File: src/hw/rtl/assert_macros.svh
// assertion macros used by the top-level rtl file; empty when SYNTH is defined
`ifndef ASSERT_MACROS_SVH
`define ASSERT_MACROS_SVH
`ifndef SYNTH
// same-cycle implication, sampled on clk, off during reset
`define HCR_ASSERT_IMPLIES(lbl, a, b, msg) \
	lbl: assert property (@(posedge clk) disable iff (!arst_n) (a) |-> (b)) else $error(msg);
// next-cycle implication, sampled on clk, off during reset
`define HCR_ASSERT_NEXT(lbl, a, b, msg) \
	lbl: assert property (@(posedge clk) disable iff (!arst_n) (a) |=> (b)) else $error(msg);
`else
`define HCR_ASSERT_IMPLIES(lbl, a, b, msg)
`define HCR_ASSERT_NEXT(lbl, a, b, msg)
`endif
`endif

File: src/hw/rtl/hcr_pkg.sv
// types, constants and name tables of the character reference decoder
`default_nettype none
package hcr_pkg;

	localparam int unsigned NAME_COUNT = 5;
	localparam logic [20:0] VALUE_MAX = 21'h10FFFF;
	localparam logic [15:0] REPLACEMENT = 16'hFFFD;
	localparam logic [15:0] SURR_LO = 16'hD800;
	localparam logic [15:0] SURR_HI = 16'hDFFF;
	localparam logic [15:0] LEAD_BASE = 16'hD800;
	localparam logic [15:0] TRAIL_BASE = 16'hDC00;
	localparam logic [20:0] SUPP_BASE = 21'h010000;

	// name lengths and decoded characters: amp, apos, gt, lt, quot
	localparam logic [2:0] NAME_LEN [NAME_COUNT] = '{3'd3, 3'd4, 3'd2, 3'd2, 3'd4};
	localparam logic [15:0] NAME_CHAR [NAME_COUNT] =
		'{16'h0026, 16'h0027, 16'h003E, 16'h003C, 16'h0022};

	typedef enum logic [2:0] {
		PH_INITIAL   = 3'd0,
		PH_NUMERIC   = 3'd1,
		PH_MAYBE_HEX = 3'd2,
		PH_HEX       = 3'd3,
		PH_DECIMAL   = 3'd4,
		PH_NAMED     = 3'd5,
		PH_DONE      = 3'd6
	} phase_t;

	typedef enum logic [1:0] {
		ST_PENDING = 2'd0,
		ST_DECODED = 2'd1,
		ST_REJECT  = 2'd2
	} status_t;

	typedef struct packed {
		phase_t      phase;
		logic [20:0] value;
		logic        invalid;
		logic [4:0]  cand;
		logic [2:0]  len;
	} state_t;

	localparam state_t STATE_RESET = '{
		phase:   PH_INITIAL,
		value:   21'd0,
		invalid: 1'b0,
		cand:    5'b11111,
		len:     3'd0
	};

	typedef struct packed {
		logic        is_digit;
		logic        is_alnum;
		logic        is_hex;
		logic        is_semi;
		logic        is_hash;
		logic        is_x;
		logic [3:0]  digit;
	} class_t;

	typedef struct packed {
		logic        done;
		logic        consumed;
		status_t     status;
		logic [1:0]  count;
		logic [15:0] first;
		logic [15:0] second;
	} res_t;

	// letter of a known name at a position, zero past its end
	function automatic logic [7:0] name_char(input logic [2:0] idx, input logic [2:0] pos);
		logic [7:0] ch;
		ch = 8'h00;
		case ({idx, pos})
			{3'd0, 3'd0}: ch = 8'h61;
			{3'd0, 3'd1}: ch = 8'h6D;
			{3'd0, 3'd2}: ch = 8'h70;
			{3'd1, 3'd0}: ch = 8'h61;
			{3'd1, 3'd1}: ch = 8'h70;
			{3'd1, 3'd2}: ch = 8'h6F;
			{3'd1, 3'd3}: ch = 8'h73;
			{3'd2, 3'd0}: ch = 8'h67;
			{3'd2, 3'd1}: ch = 8'h74;
			{3'd3, 3'd0}: ch = 8'h6C;
			{3'd3, 3'd1}: ch = 8'h74;
			{3'd4, 3'd0}: ch = 8'h71;
			{3'd4, 3'd1}: ch = 8'h75;
			{3'd4, 3'd2}: ch = 8'h6F;
			{3'd4, 3'd3}: ch = 8'h74;
			default: ch = 8'h00;
		endcase
		return ch;
	endfunction

endpackage
`default_nettype wire

File: src/hw/rtl/html_char_reference_decoder.sv
// top level of the html character reference decoder
`default_nettype none
`include "assert_macros.svh"
// Decodes one HTML character reference from the UTF-16 code units that follow an
// ampersand, one unit per request, with first_char set on the first unit. Each
// request gives exactly one result: pending, decoded (one unit or a surrogate
// pair, U+FFFD for zero, out-of-range, surrogate or unknown names) or not a
// reference with consumed low. The block takes one request every clock cycle
// while char_stall is low; a result is offered once its request has passed
// through an input register and a result register, and the parser state loop
// closes between them. A stalled result holds the pipeline, with the input
// register absorbing one further request.
module html_char_reference_decoder (
	input  wire logic        clk,
	input  wire logic        arst_n,
	input  wire logic        char_valid,
	output logic             char_stall,
	input  wire logic [15:0] code_unit,
	input  wire logic        first_char,
	output logic             res_valid,
	input  wire logic        res_stall,
	output logic             done_res,
	output logic             consumed,
	output logic [1:0]       status,
	output logic [1:0]       unit_count,
	output logic [15:0]      unit_first,
	output logic [15:0]      unit_second
);

	logic            valid_s1;
	logic [15:0]     code_unit_s1;
	logic            first_char_s1;
	logic            valid_s2;
	hcr_pkg::res_t   res_s2;
	hcr_pkg::state_t st_q;
	hcr_pkg::state_t st_nxt;
	hcr_pkg::res_t   res_nxt;
	hcr_pkg::class_t cls;
	logic            load_s2;
	logic            fire_s2;

	// result stage loads when empty or draining
	assign load_s2    = !valid_s2 || !res_stall;
	assign fire_s2    = valid_s1 && load_s2;
	assign char_stall = valid_s1 && !load_s2;

	// input register
	always_ff @(posedge clk or negedge arst_n) begin
		if (!arst_n) begin
			valid_s1 <= 1'b0;
		end else if (!char_stall) begin
			valid_s1 <= char_valid;
		end
	end

	always_ff @(posedge clk) begin
		if (!char_stall && char_valid) begin
			code_unit_s1  <= code_unit;
			first_char_s1 <= first_char;
		end
	end

	hcr_char_class u_class (
		.code_unit (code_unit_s1),
		.cls       (cls)
	);

	hcr_step u_step (
		.st_q       (st_q),
		.first_char (first_char_s1),
		.code_unit  (code_unit_s1),
		.cls        (cls),
		.st_nxt     (st_nxt),
		.res        (res_nxt)
	);

	// parser state, advanced once per request
	always_ff @(posedge clk or negedge arst_n) begin
		if (!arst_n) begin
			st_q <= hcr_pkg::STATE_RESET;
		end else if (fire_s2) begin
			st_q <= st_nxt;
		end
	end

	// result register
	always_ff @(posedge clk or negedge arst_n) begin
		if (!arst_n) begin
			valid_s2 <= 1'b0;
		end else if (load_s2) begin
			valid_s2 <= valid_s1;
		end
	end

	always_ff @(posedge clk) begin
		if (fire_s2) begin
			res_s2 <= res_nxt;
		end
	end

	assign res_valid   = valid_s2;
	assign done_res    = res_s2.done;
	assign consumed    = res_s2.consumed;
	assign status      = res_s2.status;
	assign unit_count  = res_s2.count;
	assign unit_first  = res_s2.first;
	assign unit_second = res_s2.second;

	// checks on the parser and pipeline
	`HCR_ASSERT_IMPLIES(a_decoded_done, res_valid && (status == hcr_pkg::ST_DECODED), done_res && consumed && (unit_count != 2'd0), "decoded result without done and consumed")
	`HCR_ASSERT_IMPLIES(a_pending_empty, res_valid && !done_res, (status == hcr_pkg::ST_PENDING) && consumed && (unit_count == 2'd0), "pending result carries data")
	`HCR_ASSERT_IMPLIES(a_pair_form, res_valid && (unit_count == 2'd2), (unit_first[15:10] == 6'b110110) && (unit_second[15:10] == 6'b110111), "malformed surrogate pair")
	`HCR_ASSERT_NEXT(a_stall_holds, char_stall, valid_s1, "input register lost a held request")

endmodule
`default_nettype wire

File: src/hw/rtl/hcr_char_class.sv
// character classifier for one utf-16 code unit
`default_nettype none
module hcr_char_class (
	input  wire logic [15:0]    code_unit,
	output hcr_pkg::class_t     cls
);

	logic hi_zero;
	logic is_lower;
	logic is_upper;
	logic hex_lower;
	logic hex_upper;

	// range compares on the low byte, upper byte must be clear
	always_comb begin
		hi_zero   = (code_unit[15:8] == 8'h00);
		is_lower  = hi_zero && (code_unit[7:0] >= 8'h61) && (code_unit[7:0] <= 8'h7A);
		is_upper  = hi_zero && (code_unit[7:0] >= 8'h41) && (code_unit[7:0] <= 8'h5A);
		hex_lower = hi_zero && (code_unit[7:0] >= 8'h61) && (code_unit[7:0] <= 8'h66);
		hex_upper = hi_zero && (code_unit[7:0] >= 8'h41) && (code_unit[7:0] <= 8'h46);
		cls.is_digit = hi_zero && (code_unit[7:0] >= 8'h30) && (code_unit[7:0] <= 8'h39);
		cls.is_alnum = cls.is_digit || is_lower || is_upper;
		cls.is_hex   = cls.is_digit || hex_lower || hex_upper;
		cls.is_semi  = (code_unit == 16'h003B);
		cls.is_hash  = (code_unit == 16'h0023);
		cls.is_x     = (code_unit == 16'h0078) || (code_unit == 16'h0058);
		// '0' sits at 0x30, 'a' and 'A' at 0x1 in the low nibble
		cls.digit    = cls.is_digit ? code_unit[3:0] : code_unit[3:0] + 4'd9;
	end

endmodule
`default_nettype wire

File: src/hw/rtl/hcr_step.sv
// parser step: next state and result for one code unit
`default_nettype none
module hcr_step (
	input  wire hcr_pkg::state_t st_q,
	input  wire logic            first_char,
	input  wire logic [15:0]     code_unit,
	input  wire hcr_pkg::class_t cls,
	output hcr_pkg::state_t      st_nxt,
	output hcr_pkg::res_t        res
);

	hcr_pkg::state_t st;
	hcr_pkg::state_t st_acc;
	hcr_pkg::state_t st_name;
	logic [24:0]     acc;
	logic            use_hex;
	logic            found;
	logic [15:0]     named_ch;
	logic [20:0]     supp;
	hcr_pkg::res_t   res_num;
	hcr_pkg::res_t   res_pend;
	hcr_pkg::res_t   res_rej;

	// first unit after the ampersand restarts the parser
	assign st = first_char ? hcr_pkg::STATE_RESET : st_q;

	// digit accumulate, times ten or sixteen
	assign use_hex = (st.phase == hcr_pkg::PH_MAYBE_HEX) || (st.phase == hcr_pkg::PH_HEX);
	always_comb begin
		if (use_hex) begin
			acc = {st.value, 4'b0000} + {21'd0, cls.digit};
		end else begin
			acc = {1'b0, st.value, 3'b000} + {3'b000, st.value, 1'b0} + {21'd0, cls.digit};
		end
		st_acc = st;
		if (!st.invalid) begin
			if (acc > {4'd0, hcr_pkg::VALUE_MAX}) begin
				st_acc.invalid = 1'b1;
				st_acc.value   = 21'd0;
			end else begin
				st_acc.value = acc[20:0];
			end
		end
	end

	// name letter: drop candidates that no longer match
	always_comb begin
		st_name = st;
		for (int i = 0; i < hcr_pkg::NAME_COUNT; i++) begin
			if ((st.len >= hcr_pkg::NAME_LEN[i]) ||
			    ({8'h00, hcr_pkg::name_char(3'(i), st.len)} != code_unit)) begin
				st_name.cand[i] = 1'b0;
			end
		end
		if (st.len != 3'd7) begin
			st_name.len = st.len + 3'd1;
		end
	end

	// named finish: first full-length surviving candidate
	always_comb begin
		found    = 1'b0;
		named_ch = hcr_pkg::REPLACEMENT;
		for (int i = 0; i < hcr_pkg::NAME_COUNT; i++) begin
			if (!found && st.cand[i] && (st.len == hcr_pkg::NAME_LEN[i])) begin
				named_ch = hcr_pkg::NAME_CHAR[i];
				found    = 1'b1;
			end
		end
	end

	// numeric finish with surrogate split
	assign supp = st.value - hcr_pkg::SUPP_BASE;
	always_comb begin
		res_num = '{done: 1'b1, consumed: 1'b1, status: hcr_pkg::ST_DECODED,
			count: 2'd1, first: hcr_pkg::REPLACEMENT, second: 16'd0};
		if (st.invalid || (st.value == 21'd0) ||
		    ((st.value >= {5'd0, hcr_pkg::SURR_LO}) && (st.value <= {5'd0, hcr_pkg::SURR_HI}))) begin
			res_num.first = hcr_pkg::REPLACEMENT;
		end else if (st.value[20:16] == 5'd0) begin
			res_num.first = st.value[15:0];
		end else begin
			res_num.count  = 2'd2;
			res_num.first  = hcr_pkg::LEAD_BASE + {6'd0, supp[19:10]};
			res_num.second = hcr_pkg::TRAIL_BASE + {6'd0, supp[9:0]};
		end
	end

	assign res_pend = '{done: 1'b0, consumed: 1'b1, status: hcr_pkg::ST_PENDING,
		count: 2'd0, first: 16'd0, second: 16'd0};
	assign res_rej = '{done: 1'b1, consumed: 1'b0, status: hcr_pkg::ST_REJECT,
		count: 2'd0, first: 16'd0, second: 16'd0};

	// phase decoder
	always_comb begin
		st_nxt = st;
		res    = res_rej;
		unique case (st.phase)
			hcr_pkg::PH_INITIAL: begin
				if (cls.is_hash) begin
					st_nxt.phase = hcr_pkg::PH_NUMERIC;
					res          = res_pend;
				end else if (cls.is_alnum) begin
					st_nxt       = st_name;
					st_nxt.phase = hcr_pkg::PH_NAMED;
					res          = res_pend;
				end else begin
					st_nxt.phase = hcr_pkg::PH_DONE;
				end
			end
			hcr_pkg::PH_NUMERIC: begin
				if (cls.is_x) begin
					st_nxt.phase = hcr_pkg::PH_MAYBE_HEX;
					res          = res_pend;
				end else if (cls.is_digit) begin
					st_nxt       = st_acc;
					st_nxt.phase = hcr_pkg::PH_DECIMAL;
					res          = res_pend;
				end else begin
					st_nxt.phase = hcr_pkg::PH_DONE;
				end
			end
			hcr_pkg::PH_MAYBE_HEX, hcr_pkg::PH_HEX: begin
				if (cls.is_hex) begin
					st_nxt       = st_acc;
					st_nxt.phase = hcr_pkg::PH_HEX;
					res          = res_pend;
				end else if (cls.is_semi && (st.phase == hcr_pkg::PH_HEX)) begin
					st_nxt.phase = hcr_pkg::PH_DONE;
					res          = res_num;
				end else begin
					st_nxt.phase = hcr_pkg::PH_DONE;
				end
			end
			hcr_pkg::PH_DECIMAL: begin
				if (cls.is_digit) begin
					st_nxt = st_acc;
					res    = res_pend;
				end else if (cls.is_semi) begin
					st_nxt.phase = hcr_pkg::PH_DONE;
					res          = res_num;
				end else begin
					st_nxt.phase = hcr_pkg::PH_DONE;
				end
			end
			hcr_pkg::PH_NAMED: begin
				if (cls.is_alnum) begin
					st_nxt = st_name;
					res    = res_pend;
				end else if (cls.is_semi) begin
					st_nxt.phase = hcr_pkg::PH_DONE;
					res          = '{done: 1'b1, consumed: 1'b1,
						status: hcr_pkg::ST_DECODED, count: 2'd1,
						first: named_ch, second: 16'd0};
				end else begin
					st_nxt.phase = hcr_pkg::PH_DONE;
				end
			end
			default: begin
				// finished: report the unit as outside the reference
				st_nxt = st;
				res    = res_rej;
			end
		endcase
	end

endmodule
`default_nettype wire

File: config.mk
export PLATFORM = sky130hd
export DESIGN_NAME = html_char_reference_decoder
export DESIGN_NICKNAME = d
export VERILOG_FILES = /design/src/hw/rtl/hcr_pkg.sv /design/src/hw/rtl/html_char_reference_decoder.sv /design/src/hw/rtl/hcr_char_class.sv /design/src/hw/rtl/hcr_step.sv
export VERILOG_INCLUDE_DIRS = /design/src /design/src/hw/rtl
export SDC_FILE = /design/constraint.sdc
export NUM_CORES = 1
export LEC_CHECK = 0
export BUFFER_PORTS_ARGS = -buffer_cell sky130_fd_sc_hd__buf_2
export CORE_UTILIZATION = 48
export DETAILED_ROUTE_END_ITERATION = 12
export HOLD_SLACK_MARGIN = 0.12
export PLACE_DENSITY_LB_ADDON = 0.2
export RECOVER_POWER = 25
export SYNTH_ARGS = -nofsm -noshare
export SYNTH_HDL_FRONTEND = slang
export SYNTH_HIERARCHICAL = 1
export SYNTH_SLANG_ARGS = --single-unit
File: constraint.sdc
create_clock -name clk -period 6.41 [get_ports clk]
set_input_delay 0.641 -clock clk [delete_from_list [all_inputs] [get_ports clk]]
set_output_delay 0.641 -clock clk [all_outputs]
set_load 0.1 [all_outputs]
==> flow_summary.yaml, run 1 <==
sta:
  post-route-min-period_ns: 5.82
  rsz0062_at_grt: "no"
  final_hold_viol_count: 0
  fin_hold_ws_ns: 0.457
  finalMaxSlewViolations: 36
  worst-slew-pin-transition_ns: 2.09
  post-route-period-util_pct: 90.8
  clock_skew_ns: 0.0107
  setup_violations: 0
  slew_headroom_pct: -39.3
  fmax_mhz: 172
  tns_ns: 0
synth:
  ys_seq_area_share_pct: 36.2
  yosys_warnings: 6
  synthesis.nets: 845
  yosysUniqueCellTypes: 74
  synth_edf_count: 55
  synthCells: 772
  synth_ff_type: "edfxtp_1"
  synthArstFlopShare_pct: 38.9
  syn_avg_cell_area_um2: 9.06
  netlist_area_um2: 7000
  postSynthRegisterBits: 90
run_status:
  violations: "capacitance limit, slew limit"
  status: "finished with violations"
critical_path:
  crit_path_start_kind: "register"
  r2r_setup_slack_ns: 0.59
  critPathCaptureType: "register"
  arrival_ns: 6.05
  cp_cell_sequence: "inv_1 -> ha_1 -> a31oi_1 -> o21ai_0 -> or3b_1 -> a31oi_1 -> xnor2_1 -> ha_1 -> inv_1 -> fa_1 -> nand2b_1 -> a21oi_2 -> o21ai_2 -> o31a_1 -> o31ai_4 -> mux2i_1 -> nor4_4 -> o2111ai_2 -> o22ai_1 -> mux2_2"
  critPathKind: "register to register"
  slowest_delay_ns: 0.63
  cp_slowest_cell: "o2111ai_2"
  r2r_cells: 20
  critPathMaxFanout: 16
  worst_ep_required_time_ns: 6.64
  reg2reg_to: "st_q[16]"
  r2r_start: "code_unit_s1[1]"
placement:
  place_inst: 970
  place_congestion: 0.929
  place_hpwl_um: 13000
  port_buffers: 60
power:
  powerDensity_nw_per_um2: 202
  p_leak_nw: 3.37
  pwr-share-seq_pct: 45.7
  p_comb_share_pct: 17.6
  p_switching_mw: 0.490
  swShare_pct: 31.8
  power_mw: 1.54
  vdd_drop_max_uv: 112
  intPower_mw: 1.05
  clkPwrFrac_pct: 36.7
detailed_routing:
  first_pass_iters: 5
  dr_total_vias: 6057
  avgViaCountPerCell: 6.14
  drc: 0
  drtAntennaViolNets: 0
  first_iter_violations: 727
  wl_per_cell_um: 17.8
  drt_wl_total_um: 17600
grt:
  overflow: 0
  first_global_vias: 5577
  grt_max_degree: 72
  antenna_found_initial: 0
  grt_use_total_pct: 24.4
  grt_pass1_wl_um: 28500
layout:
  utilization_pct: 54.4
  final-seq-area_um2: 2530
  drive_gt1_share_pct: 17.5
  fillers: 1268
  multi_input_area_um2: 4090
  area_delta_synth_final_pct: 9.26
  diodes: 0
  nets: 874
  fin_cells: 986
min_path:
  min_from: "code_unit[10]"
  hold_end: "code_unit_s1[10]"
  hold_path_class: "primary input to register"
  min_path_cells: 1
clock_network:
  clock-root-buffer: "clkbuf_16"
  clk_pin_slew_worst_paths_ns: 0.07
  tritoncts: "yes"
  clock_latency_ns: 0.36
  clock_path_buffers: 2
  postCtsSetupBuffers: 0
  cts_sinks: 90
  cts_hold_buf: 0
  numCtsBuffers: 9
  ctsResizeCount: 0
  h-tree-depth: 3
floorplan:
  design.core.area_um2: 14000
  ios: 61
  die-width_um: 123
  die_y_um: 123
  dieArea_um2: 15100
  start_util_pct: 49.8
  rows: 43
job:
  drv_cap: 1
==> Yosys cell counts, types with 15 or more instances <==
library cell	count	area (µm²)
a21oi_1	47	235
clkbuf_1	35	131
dfrtp_1	30	751
edfxtp_1	55	1650
ha_1	51	638
inv_1	32	120
mux2_2	32	360
nand2_1	64	240
nand2b_1	24	150
nor2_1	66	248
nor2b_1	24	150
nor3_1	24	120
o21ai_0	62	310
o22ai_1	15	93.8
xnor2_1	16	140
==> power by group through the flow <==
| stage | sequential (mW) | combinational, mW | clock (mW) |
|---|---|---|---|
| after global placement | 0.714 | 0.266 | 0 |
| final | 0.705 | 0.271 | 0.566 |
| after CTS | 0.704 | 0.271 | 0.575 |
| after detailed placement | 0.717 | 0.270 | 0 |
| after global routing | 0.712 | 0.290 | 0.597 |
| after floorplan | 0.803 | 0.130 | 0 |
==> worst max-delay path, delay by kind of cell (launching register included) <==
family,cells,cell delay (ns)
buf+inv,2,0.24
fa+ha+maj,3,0.95
compound gates,9,2.29
flops,1,0.61
xor+xnor,1,0.12
mux,2,0.66
simple gates,3,0.82
==> metrics by stage <==
stage,instance area (µm²),worst slack [ns]
finish,7640,0.589
global route,7640,0.0919
CTS,7640,0.659
detailed placement,7330,0.682
global placement,7330,0.891
floorplan,7000,1.43
==> layout make-up <==
type	instances	share of cell area, %
timing repair buffer	68	4.70
clock inverter	7	1.21
inverter	32	1.57
multi-input combinational	600	53.5
sequential	90	33.1
tap	180	2.95
clock buffer	9	2.95
==> state kept, by name, summed over array words and instances (netlist names) <==
signal,count
code_unit_s1,16
consumed,1
done_res,1
first_char_s1,1
res_valid,1
st_q,33
status,2
unit_count,2
unit_first,16
unit_second,16
valid_s1,1
==> cells in the final DEF, fill, tap and decap left out, types with 30 or more instances in the layout <==
master and instances:
ha_1 51, a21oi_1 47, o21ai_0 62, nand2_1 64
buf_2 59, mux2_2 32, inv_1 32, dfrtp_1 30
edfxtp_1 55, nor2_1 66
==> routing by layer <==
layer  vias up  share of wire, %  global-route usage [%]
met2       242                45                    37.6
met5         -                 0                       0
met3        30               6.6                    4.46
met4         0               2.6                    9.76
met1      2903                46                    33.8
li1       2882                 -                       -
==> worst max-delay path by stage <==
| stage | from | endpoint | slack, ns | depth (start not counted) |
|---|---|---|---|---|
| 6_report | code_unit_s1[1] | st_q[16] | 0.59 | 20 |
| 5_1_grt | code_unit_s1[0] | st_q[15] | 0.09 | 20 |
| 4_1_cts | code_unit_s1[1] | st_q[16] | 0.66 | 20 |
| 3_5_place_dp | code_unit_s1[1] | st_q[16] | 0.68 | 20 |
| 3_3_place_gp | code_unit_s1[0] | st_q[28] | 0.89 | 20 |
| 2_1_floorplan | code_unit_s1[0] | st_q[8] | 1.43 | 21 |
==> logic make-up after synthesis <==
kind of cell,count (synthesis),synth area share [%]
other,1,0.0536
multiplexers,38,6.10
AO/OA/AOI/OAI,212,19.8
AND/OR/NAND/NOR,268,19.5
XOR/XNOR,29,3.63
buffers and inverters,82,5.35
adder cells (fa/ha/maj),52,9.41
flip-flops,90,36.2
No activity file was read; power rests on OpenSTA's default activity.
==> run 2, diff against run 1 <==
==> constraint.sdc (replaced) <==
create_clock -name clk -period 7.1 [get_ports clk]
set_input_delay 0.71 -clock clk [delete_from_list [all_inputs] [get_ports clk]]
set_output_delay 0.71 -clock clk [all_outputs]
set_load 0.1 [all_outputs]
==> flow_summary.yaml, run 2 (synthesized netlist as in run 1, its figures left out) <==
critical_path:
  worst_ep_required_time_ns: 7.33
  r2r_cells: 20
  r2r_start: "code_unit_s1[1]"
  critPathMaxFanout: 16
  reg2reg_to: "st_q[12]"
  crit_path_start_kind: "register"
  arrival_ns: 6.10
  critPathKind: "register to register"
  r2r_setup_slack_ns: 1.23
  critPathCaptureType: "register"
detailed_routing:
  wl_per_cell_um: 18.0
  drc: 0
  first_pass_iters: 5
  drt_wl_total_um: 17700
  dr_total_vias: 5929
  first_iter_violations: 599
  drtAntennaViolNets: 0
  avgViaCountPerCell: 6.03
sta:
  rsz0062_at_grt: "no"
  clock_skew_ns: 0.00850
  post-route-period-util_pct: 82.7
  post-route-min-period_ns: 5.87
  slew_headroom_pct: -35.5
  fmax_mhz: 170
  setup_violations: 0
  tns_ns: 0
  finalMaxSlewViolations: 36
  final_hold_viol_count: 0
  worst-slew-pin-transition_ns: 2.03
  fin_hold_ws_ns: 0.491
clock_network:
  h-tree-depth: 3
  ctsResizeCount: 0
  clock_latency_ns: 0.35
  tritoncts: "yes"
  cts_hold_buf: 0
  clock_path_buffers: 2
  clock-root-buffer: "clkbuf_16"
  cts_sinks: 90
  numCtsBuffers: 9
  postCtsSetupBuffers: 0
  clk_pin_slew_worst_paths_ns: 0.06
min_path:
  hold_path_class: "register to register"
  min_from: "valid_s1"
  hold_end: "res_valid"
  min_path_cells: 1
grt:
  grt_use_total_pct: 24.8
  grt_pass1_wl_um: 28700
  overflow: 0
  first_global_vias: 5594
  antenna_found_initial: 0
  grt_max_degree: 72
floorplan:
  die_y_um: 123
  start_util_pct: 49.8
  rows: 43
  dieArea_um2: 15100
  design.core.area_um2: 14000
  ios: 61
  die-width_um: 123
power:
  vdd_drop_max_uv: 148
  powerDensity_nw_per_um2: 186
  p_leak_nw: 3.36
  power_mw: 1.42
placement:
  place_congestion: 0.916
  port_buffers: 60
  place_inst: 968
  place_hpwl_um: 13100
layout:
  final_common_cell: "nor2_1"
  diodes: 0
  area_delta_synth_final_pct: 9.28
  nets: 872
  largest_reg_flops: 33
  final_cell_mix: "nor2_1 (66), nand2_1 (64), o21ai_0 (62)"
  drive_gt1_share_pct: 16.8
  fin_cells: 984
  top_register: "st_q"
job:
  drv_cap: 1
run_status:
  status: "finished with violations"
  violations: "capacitance limit, slew limit"
[run 2: changes by cell type in the layout (fill, tap and decap cells not counted)]
cell,before,now
inv_8,1,0
clkinv_8,1,0
inv_6,3,0
bufinv_16,1,3
clkinv_1,0,1
buf_2,59,58
clkbuf_1,1,4
buf_4,8,6
[run 2: area by class of cell]
class,count,area [µm²]
fill,1229,6400
sequential,90,2530
timing repair buffer,66,343
multi-input combinational,600,4090
inverter,32,120
clock buffer,11,233
clock inverter,5,103
tap,180,225
[run 2: stage by stage]
| stage | instance area, µm² | worst slack [ns] | util (%) |
|---|---|---|---|
| 2_1_floorplan | 7000 | 2.12 | - |
| 3_5_place_dp | 7310 | 1.34 | 52.1 |
| 3_3_place_gp | 7310 | 1.60 | 52.1 |
| 4_1_cts | 7650 | 1.27 | 54.5 |
| 6_report | 7640 | 1.23 | 54.4 |
| 5_1_grt | 7640 | 0.768 | 54.4 |
[run 2: how the worst max path moves through the flow]
stage / cells past startpoint / end / start
global route: 20 / st_q[15] / code_unit_s1[0]
global placement: 20 / st_q[28] / code_unit_s1[0]
CTS: 20 / st_q[27] / code_unit_s1[0]
detailed placement: 20 / st_q[27] / code_unit_s1[1]
floorplan: 21 / st_q[8] / code_unit_s1[0]
finish: 20 / st_q[12] / code_unit_s1[1]
[run 2: where the power goes]
part,switching [mW],total [mW],internal (mW)
combinational,0.178,0.244,0.0660
clock,0.197,0.541,0.344
sequential,0.0361,0.636,0.600
[run 2: per-layer routing]
metal	global-route usage (%)	share of wire (%)
met5	0	0
met4	8.61	1.9
met3	4.09	6.4
met2	39.0	45
met1	34.2	46
[run 2: critical path, cell delays in order, from the launching register on]
cell       delay (ns)
edfxtp_1         0.58
inv_1            0.17
ha_1             0.19
a31oi_1          0.08
o21ai_0          0.18
or3b_1           0.51
a31oi_1          0.36
xnor2_1          0.13
ha_1             0.31
inv_1            0.07
fa_1             0.44
nand2b_1         0.19
a21oi_2          0.24
o21ai_2          0.11
o31a_1           0.33
o31ai_4          0.20
mux2i_1          0.38
nor4_4           0.11
o2111ai_2        0.66
o22ai_1          0.19
mux2_2           0.31
==> run 3, diff against run 2 <==
--- a/config.mk
+++ b/config.mk
@@ -6,6 +6,7 @@
 export SDC_FILE = /design/constraint.sdc
 export NUM_CORES = 1
 export LEC_CHECK = 0
+export ABC_AREA = 1
 export BUFFER_PORTS_ARGS = -buffer_cell sky130_fd_sc_hd__buf_2
 export CORE_UTILIZATION = 48
 export DETAILED_ROUTE_END_ITERATION = 12
==> constraint.sdc (replaced) <==
create_clock -name clk -period 5.8 [get_ports clk]
set_input_delay 0.58 -clock clk [delete_from_list [all_inputs] [get_ports clk]]
set_output_delay 0.58 -clock clk [all_outputs]
set_load 0.1 [all_outputs]
==> flow_summary.yaml, run 3 <==
critical_path:
  r2r_start: "code_unit_s1[0]"
  cp_slowest_cell: "edfxtp_1"
  r2r_setup_slack_ns: 0.85
  r2r_cells: 34
  critPathCaptureType: "register"
  crit_path_start_kind: "register"
  cp_common_cell: "nand2_1"
  critPathMaxFanout: 19
  slowest_delay_ns: 0.61
  arrival_ns: 5.24
  reg2reg_to: "st_q[18]"
  worst_ep_required_time_ns: 6.09
  critPathKind: "register to register"
layout:
  diodes: 0
  nets: 1283
  largest_reg_flops: 33
  drive_gt1_share_pct: 11.9
  final_cell_mix: "nand2_1 (339), inv_1 (156), nor2_1 (114)"
  multi_input_area_um2: 4570
  fillers: 1616
  fin_cells: 1435
  final_common_cell: "nand2_1"
  top_register: "st_q"
  area_delta_synth_final_pct: 6.95
  utilization_pct: 52.3
  final-seq-area_um2: 2530
grt:
  grt_use_total_pct: 25.9
  antenna_found_initial: 0
  grt_max_degree: 39
  first_global_vias: 7128
  overflow: 0
  grt_pass1_wl_um: 35800
placement:
  place_hpwl_um: 16100
  port_buffers: 60
  place_congestion: 0.954
  dp_slack_ns: 0.981
  place_inst: 1419
synth:
  ys_seq_area_share_pct: 31.3
  synthCells: 1173
  ys_top_cells_by_count: "nand2_1 (338), inv_1 (156), nor2_1 (114)"
  post-synth-top-area-fraction_pct: 20.4
  syn_avg_cell_area_um2: 6.89
  yosys_warnings: 6
  postSynthRegisterBits: 90
  yosys.area.top_type: "edfxtp_1"
  synth_ff_type: "edfxtp_1"
  yosysUniqueCellTypes: 53
  synthArstFlopShare_pct: 38.9
  synth_edf_count: 55
  netlist_area_um2: 8090
  synthesis.nets: 1246
  synth.most_common_cell: "nand2_1"
  ys_top_cells_by_area: "edfxtp_1 (20%), nand2_1 (16%), dfrtp_1 (9.3%), ha_1 (7.9%), inv_1 (7.2%)"
power:
  p_leak_nw: 4.37
  powerDensity_nw_per_um2: 208
  vdd_drop_max_uv: 154
floorplan:
  dieArea_um2: 17400
  die-width_um: 132
  rows: 47
  design.core.area_um2: 16500
  die_y_um: 132
  start_util_pct: 48.9
  ios: 61
detailed_routing:
  first_iter_violations: 788
  drtAntennaViolNets: 0
  first_pass_iters: 6
  dr_total_vias: 7786
  avgViaCountPerCell: 5.43
  drc: 0
  wl_per_cell_um: 15.4
  drt_wl_total_um: 22000
min_path:
  hold_path_class: "primary input to register"
  min_from: "code_unit[6]"
  min_path_cells: 1
  hold_end: "code_unit_s1[6]"
clock_network:
  h-tree-depth: 3
  tritoncts: "yes"
  ctsResizeCount: 0
  cts_sinks: 90
  clk_pin_slew_worst_paths_ns: 0.07
  numCtsBuffers: 9
  postCtsSetupBuffers: 0
  clock_latency_ns: 0.36
  clock_path_buffers: 2
  cts_hold_buf: 0
  clock-root-buffer: "clkbuf_16"
job:
  drv_cap: 2
run_status:
  violations: "capacitance limit, slew limit"
  status: "finished with violations"
sta:
  final_hold_viol_count: 0
  post-route-period-util_pct: 85.4
  tns_ns: 0
  post-route-min-period_ns: 4.95
  fmax_mhz: 202
  rsz0062_at_grt: "no"
  fin_hold_ws_ns: 0.389
  finalMaxSlewViolations: 75
  clock_skew_ns: 0.0158
  setup_violations: 0
  worst-slew-pin-transition_ns: 2.12
  slew_headroom_pct: -41.2
  fin_ws_ns: 0.849
[run 3: report_power, final]
group / internal (mW) / total, mW / leakage (nW) / switching, mW
clock network: 0.345 / 0.607 / 0.149 / 0.262
registers: 0.732 / 0.764 / 1.00 / 0.0322
logic: 0.0811 / 0.424 / 3.22 / 0.343
total: 1.16 / 1.80 / 4.37 / 0.637
[run 3: layout make-up]
class                           instances  area share (%)
Clock buffer                           12            3.23
Clock inverter                          4           0.347
Inverter                              166            7.21
Multi-Input combinational cell        878            52.8
Sequential cell                        90            29.3
Tap cell                              220            3.18
Timing Repair Buffer                   65            3.89
[run 3: metrics by stage]
| stage | cell area [µm²] | total power [mW] |
|---|---|---|
| 6_report | 8650 | 1.80 |
| 5_1_grt | 8650 | 1.87 |
| 4_1_cts | 8650 | 1.80 |
| 3_5_place_dp | 8340 | 1.20 |
| 3_3_place_gp | 8340 | 1.20 |
| 2_1_floorplan | 8090 | 1.13 |
[run 3: worst max-delay path by stage]
stage | to | cells after the start | start
after floorplan | st_q[25] | 35 | code_unit_s1[0]
after global placement | st_q[25] | 34 | code_unit_s1[0]
after detailed placement | st_q[18] | 34 | code_unit_s1[0]
after CTS | st_q[23] | 34 | code_unit_s1[0]
after global routing | st_q[13] | 34 | code_unit_s1[0]
final | st_q[18] | 34 | code_unit_s1[0]
[run 3: routing by layer]
layer  wire, µm  GRT usage [%]  part of all wire, %
met5          0              0                    0
met4        506           8.79                  2.3
met3       1540           3.92                  7.0
met2       9990           41.7                   45
met1      10000           35.7                   45
[run 3: logic make-up after synthesis]
group	after synthesis	synth area share, %
buffers and inverters	205	12.1
AND/OR/NAND/NOR	667	36.7
multiplexers	1	0.139
other	1	0.0464
XOR/XNOR	16	1.73
flip-flops	90	31.3
adder cells (fa/ha/maj)	52	8.14
AO/OA/AOI/OAI	141	9.83
[run 3: worst max-delay path, delay by kind of cell (launching register included)]
| family | cells | cell delay [ns] |
|---|---|---|
| and+or+nand+nor | 24 | 2.44 |
| adders and majority gates | 3 | 1.06 |
| DFF | 1 | 0.61 |
| buffers and inverters | 5 | 0.47 |
| AOI/OAI and AO/OA | 1 | 0.15 |
| xor gates and xnor gates | 1 | 0.15 |
